[config.mk]
export PLATFORM = sky130hd
export DESIGN_NAME = rlmf_emit_flat
export DESIGN_NICKNAME = d
export VERILOG_FILES = /design/src/sv/rlmf_pkg.sv /design/src/sv/rlmf_if.sv /design/src/sv/rlmf_emit.sv /design/src/flat_wrapper.sv
export SDC_FILE = /design/constraint.sdc
export NUM_CORES = 1
export LEC_CHECK = 0
export ABC_AREA = 1
export BUFFER_PORTS_ARGS = -buffer_cell sky130_fd_sc_hd__buf_4
export CAP_MARGIN = 10
export CELL_PAD_IN_SITES_DETAIL_PLACEMENT = 0
export CELL_PAD_IN_SITES_GLOBAL_PLACEMENT = 2
export CORE_AREA = 2 2 153 155
export CTS_BUF_LIST = sky130_fd_sc_hd__clkbuf_4
export DETAILED_ROUTE_END_ITERATION = 16
export DIE_AREA = 0 0 155 157
export PLACE_DENSITY_LB_ADDON = 0.1
export REMOVE_ABC_BUFFERS = 1
export SYNTH_ARGS = -nofsm -noshare
export SYNTH_HDL_FRONTEND = slang
export SYNTH_SLANG_ARGS = --single-unit
[constraint.sdc]
create_clock -name clk -period 1.8 [get_ports clk]
set_input_delay 0.45 -clock clk [delete_from_list [all_inputs] [get_ports clk]]
set_output_delay 0.45 -clock clk [all_outputs]
set_load 0.02 [all_outputs]
[src/sv/rlmf_pkg.sv]
// Shared constants, types and the window test for the raster local minimum finder.
`timescale 1ns / 1ps

package rlmf_pkg;

    localparam int MAX_WIDTH  = 4096;
    localparam int COL_W      = $clog2(MAX_WIDTH);
    localparam int WIDTH_W    = COL_W + 1;
    localparam int ROW_W      = 16;
    localparam int ELEV_W     = 32;
    localparam int CFG_IDX_W  = 2;
    localparam int CFG_DATA_W = 32;
    localparam int NUM_CAND   = 4;

    // Configuration register indexes.
    localparam logic [CFG_IDX_W-1:0] REG_RASTER_WIDTH  = 2'd0;
    localparam logic [CFG_IDX_W-1:0] REG_RASTER_HEIGHT = 2'd1;
    localparam logic [CFG_IDX_W-1:0] REG_NO_DATA_VALUE = 2'd2;

    // Candidate slots, in raster order of the pixels they test.
    localparam int CAND_UP_LEFT = 0;
    localparam int CAND_UP      = 1;
    localparam int CAND_LEFT    = 2;
    localparam int CAND_HERE    = 3;

    typedef logic signed [ELEV_W-1:0] elev_t;

    // Window [row][col], row 2 and col 2 are the newest.
    typedef logic [2:0][2:0][ELEV_W-1:0] window_t;

    typedef struct packed {
        elev_t older;
        elev_t newer;
    } line_t;

    typedef struct packed {
        logic [COL_W-1:0] col;
        logic [ROW_W-1:0] row;
        elev_t            sample;
        logic             eol;
        logic             last;
    } pix_t;

    typedef struct packed {
        logic [NUM_CAND-1:0]             hit;
        logic [NUM_CAND-1:0][ELEV_W-1:0] elev;
        logic [COL_W-1:0]                col;
        logic [ROW_W-1:0]                row;
    } cand_t;

    // True when window position (cx, ry) holds a minimum among its valid neighbors.
    function automatic logic judge(window_t win, int cx, int ry, logic [2:0] colok,
                                   logic [2:0] rowok, elev_t nodata);
        elev_t v;
        elev_t w;
        logic  ok;
        int    x;
        int    y;
        v  = $signed(win[ry][cx]);
        ok = (v != nodata);
        for (int dy = -1; dy <= 1; dy++) begin
            for (int dx = -1; dx <= 1; dx++) begin
                x = cx + dx;
                y = ry + dy;
                if (!(dx == 0 && dy == 0) && x >= 0 && x <= 2 && y >= 0 && y <= 2) begin
                    if (colok[x] && rowok[y]) begin
                        w = $signed(win[y][x]);
                        if (w != nodata && w < v) begin
                            ok = 1'b0;
                        end
                    end
                end
            end
        end
        return ok;
    endfunction

endpackage

[src/sv/rlmf_if.sv]


interface rlmf_minimum_if
    import rlmf_pkg::*;
();
    logic             valid;
    logic             ready;
    logic [COL_W-1:0] minimum_col;
    logic [ROW_W-1:0] minimum_row;
    elev_t            minimum_elevation;
    logic             last_of_run;

    modport source (output valid, output minimum_col, output minimum_row,
                    output minimum_elevation, output last_of_run, input ready);
    modport sink (input valid, input minimum_col, input minimum_row,
                  input minimum_elevation, input last_of_run, output ready);
endinterface


[src/sv/rlmf_emit.sv]
// Result register for one pixel's minima; one item per cycle while ready is high.
`timescale 1ns / 1ps

module rlmf_emit
    import rlmf_pkg::*;
(
    input  logic  clk,
    input  logic  rst_n,
    input  logic  load,
    input  cand_t cand,
    output logic  free,
    rlmf_minimum_if.source minima
);

    logic [NUM_CAND-1:0]             hit_reg;
    logic [NUM_CAND-1:0][ELEV_W-1:0] elev_reg;
    logic [COL_W-1:0]                col_reg;
    logic [ROW_W-1:0]                row_reg;
    logic [1:0]                      sel;
    logic [NUM_CAND-1:0]             sel_oh;
    logic [NUM_CAND-1:0]             hit_next;
    logic                            found;
    logic                            fire;

    always_comb
    begin
        sel   = '0;
        found = 1'b0;
        for (int i = 0; i < NUM_CAND; i++)
        begin
            if (hit_reg[i] && !found)
            begin
                sel   = 2'(i);
                found = 1'b1;
            end
        end
    end

    assign sel_oh   = NUM_CAND'(1) << sel;
    assign fire     = minima.valid && minima.ready;
    assign hit_next = fire ? (hit_reg & ~sel_oh) : hit_reg;
    assign free     = (hit_next == '0);

    assign minima.valid             = (hit_reg != '0);
    assign minima.minimum_elevation = $signed(elev_reg[sel]);
    assign minima.last_of_run       = ((hit_reg & ~sel_oh) == '0);
    // Slots for the left neighbor column sit one column back, upper slots one row back.
    assign minima.minimum_col = (sel == 2'(CAND_UP_LEFT) || sel == 2'(CAND_LEFT)) ?
                                col_reg - COL_W'(1) : col_reg;
    assign minima.minimum_row = (sel == 2'(CAND_UP_LEFT) || sel == 2'(CAND_UP)) ?
                                row_reg - ROW_W'(1) : row_reg;

    always_ff @(posedge clk or negedge rst_n)
    begin
        if (!rst_n)
        begin
            hit_reg <= '0;
        end
        else if (load)
        begin
            hit_reg <= cand.hit;
        end
        else
        begin
            hit_reg <= hit_next;
        end
    end

    always_ff @(posedge clk)
    begin
        if (load)
        begin
            elev_reg <= cand.elev;
            col_reg  <= cand.col;
            row_reg  <= cand.row;
        end
    end

endmodule

[src/flat_wrapper.sv]
// flat-port wrapper written by rule: the top's interface ports become plain ports
module rlmf_emit_flat import rlmf_pkg::*;
  (clk, rst_n, load, cand, free, minima_valid, minima_minimum_col, minima_minimum_row, minima_minimum_elevation, minima_last_of_run, minima_ready);
  rlmf_minimum_if minima_i ();
  input  logic clk;
  input  logic rst_n;
  input  logic load;
  input  cand_t cand;
  output logic free;
  output wire logic [$bits(minima_i.valid)-1:0] minima_valid;
  output wire logic [$bits(minima_i.minimum_col)-1:0] minima_minimum_col;
  output wire logic [$bits(minima_i.minimum_row)-1:0] minima_minimum_row;
  output wire logic [$bits(minima_i.minimum_elevation)-1:0] minima_minimum_elevation;
  output wire logic [$bits(minima_i.last_of_run)-1:0] minima_last_of_run;
  input wire logic [$bits(minima_i.ready)-1:0] minima_ready;
  assign minima_valid = minima_i.valid;
  assign minima_minimum_col = minima_i.minimum_col;
  assign minima_minimum_row = minima_i.minimum_row;
  assign minima_minimum_elevation = minima_i.minimum_elevation;
  assign minima_last_of_run = minima_i.last_of_run;
  assign minima_i.ready = minima_ready;
  rlmf_emit u_core (.clk(clk), .rst_n(rst_n), .load(load), .cand(cand), .free(free), .minima(minima_i));
endmodule
==> impl_metrics.yaml <==
status:
  status: "finished, violations left"
  violations: "negative setup slack"
pwr:
  p_int_uw: 6690
  swShare_pct: 28.3
  power_density_mw_per_mm2: 866
  leakage_uw: 0.00446
  seq_power_share_pct: 48.5
  max-vdd-ir-drop_mv: 0.445
  p_switching_uw: 2650
  pwr-share-comb_pct: 24.3
  power_frac_clock_pct: 27.2
  total_power_uw: 9340
layout:
  nFillCells: 2115
  final_nets: 1064
  postLayoutCoreUtil_pct: 47.9
  final_area_sq_mm: 0.0108
  final_common_cell: "buf_4"
  largest_register_ffs: 128
  drive_gt1_share_pct: 42.9
  final_cell_mix: "buf_4, edfxtp_1, nand2_1"
  areaGrowthSynthToFinish_pct: 66.5
sta:
  setup_ws_ps: -690
  slew_headroom_pct: 75.3
  final_max_slew_viol_count: 0
  worst_slew_pin_slew_ps: 367
  skew_ps: 9.05
  finalHoldViolCount: 0
  period_share_pct: 138
  rsz0062_at_grt: "yes"
  fmax_mhz: 402
  min_period_ps: 2490
  setup_viol: 63
routing:
  dr.pass1.iters: 5
  drt-initial-drc-count: 239
  drtAntennaViolNets: 0
  wirelength_um: 19300
  wl_per_cell_um: 16.1
  drc: 0
  vias: 5319
  vias_per_cell: 4.45
synth:
  syn-cell-area_sq_mm: 0.00648
  post-synth-top-area-cell: "edfxtp_1"
  synth_area_leaders: "edfxtp_1, nand2_1, nand3_1"
  synth_top_family_by_area: "simple AND/OR/NAND/NOR gates"
  synth_xor_area_share_pct: 1.62
  ys_ff_latch: 160
  yosys_warnings: 0
  synth-compound-area-share_pct: 1.00
  syn_inst: 525
  ys_types: 24
  synth.area.mux_share_pct: 0
  syn_avg_cell_area_sq_um: 12.3
  synth_top_area_share_pct: 72.3
  yosys.area_share.simple_pct: 19.8
  synth-seq-area-share_pct: 73.8
  synth_fa_ha_area_share_pct: 0.386
setup_path:
  crit_path_start: "u_core.hit_reg[0]"
  r2r-start: "u_core.hit_reg[0]"
  arrival_ps: 2040
  crit_path_start_kind: "flip-flop"
  worst_setup_path_end_kind: "output port"
  path_max_fanout: 5
  crit_type: "flip-flop to output port"
  r2r_slack_ps: 430
  required_ps: 1350
clock_network:
  path_clk_slew_ps: 140
  clockRootBuffer: "clkbuf_4"
  cts_buffer_depth: 2
  tritoncts: "yes"
  clk_latency_ps: 530
  htreeDepth: 4
  clock_sinks: 160
  cts_buffers: 17
floorplanning:
  initial_utilization_pct: 28.8
  rows: 55
  boundaryPins: 227
  die_h_um: 157
  floorplan.die.width_um: 155
  core_area_sq_mm: 0.0225
  dieArea_sq_mm: 0.0243
global_routing:
  grt_pass1_vias: 5117
  grt_pass1_wl_um: 28000
  antenna_found_initial: 1
  grt_overflow: 0
  grt_util_all_layers_pct: 15.5
  grt_max_degree: 30
flow_run:
  drv_cap: 0
min_path:
  min_path_type: "primary input to flip-flop"
  min_from: "cand[23]"
placed_design:
  placed_area_sq_mm: 0.00885
  routabilityCongestion: 0.783
  portBuffers: 226
  hpwlAfterDp_um: 12900
-- layer usage --
layer,global-route usage [%],share of wire (%),vias up
li1,-,-,2603
met1,19.7,43,2543
met4,3.13,0.81,0
met5,0,0,-
met3,4.65,6.0,10
met2,26.2,50,163
-- kinds of logic (layout without fill, tap and decap cells) --
logic type,after synthesis,after routing
simple gates,291,292
compound gates,12,12
other cells,0,1
buf+inv,48,432
fa+ha+maj,2,2
flops,160,160
xor+xnor,12,12
-- synth_stat cells, drive strengths merged --
master  count
ha          2
o21ai       9
nor3        5
xor2        9
xnor2       3
a21oi       1
nand3      50
dfrtp       4
buf         8
clkbuf      9
nor2       31
edfxtp    156
nand2     170
inv        31
nand4      35
a211oi      1
a21boi      1
-- layout make-up --
cell class | count | area [sq um] | area share (%)
sequential | 160 | 4780 | 44.3
timing repair buffer | 370 | 3320 | 30.8
multi-input combinational | 318 | 1840 | 17.1
tap | 285 | 357 | 3.31
clock inverter | 14 | 216 | 2.01
inverter | 31 | 134 | 1.24
clock buffer | 17 | 128 | 1.18
antenna | 1 | 2.50 | 0.0232
-- timing repair --
action / 4_1_cts / 5_1_grt
endpoints found under the setup margin: 63 / 63
endpoints found under the hold margin: 7 / 78
resized for setup: 73 / 78
buffers inserted: 11 / 9
cloned: 4 / 1
hold buffers: 4 / 78
pin swaps: 11 / 15
-- power groups by stage --
stage | registers [uW] | logic [uW] | clock network [uW]
final | 4530 | 2270 | 2540
after global routing | 4560 | 2450 | 2790
after CTS | 4520 | 1980 | 2630
after detailed placement | 4600 | 1770 | 0
after global placement | 4590 | 1760 | 0
after floorplan | 4590 | 689 | 0
-- per-stage QoR --
stage	hold slack (ps)	setup WS, ps	setup TNS (ps)	std cells
after floorplan	154	-761	-21960	508
after global placement	251	-254	-2170	1059
after detailed placement	252	-262	-2780	1059
after CTS	0.449	-719	-41250	1108
after global routing	0.186	-860	-47340	1196
final	79.5	-690	-36740	1196
-- path summary, 6_finish.rpt --
path                                                end  depth (start not counted)
setup / recovery           minima_minimum_elevation[28]                         10
hold / removal                        u_core.col_reg[7]                          1
setup reg to reg                      u_core.hit_reg[2]                          8
hold reg to reg                       u_core.hit_reg[3]                          3
max in group asynchronous             u_core.hit_reg[0]                          2
min in group asynchronous             u_core.hit_reg[3]                          2
-- critical path, cell delays in order (launching register included) --
cell and delay, ps:
dfrtp_1 430, nor2_4 160, buf_6 130, nand2_8 50
inv_6 50, nor2_4 40, buf_8 140, buf_12 140
nand2_2 50, nand4_1 130, buf_6 180
Note: power is estimated with default switching activity, not from simulation.
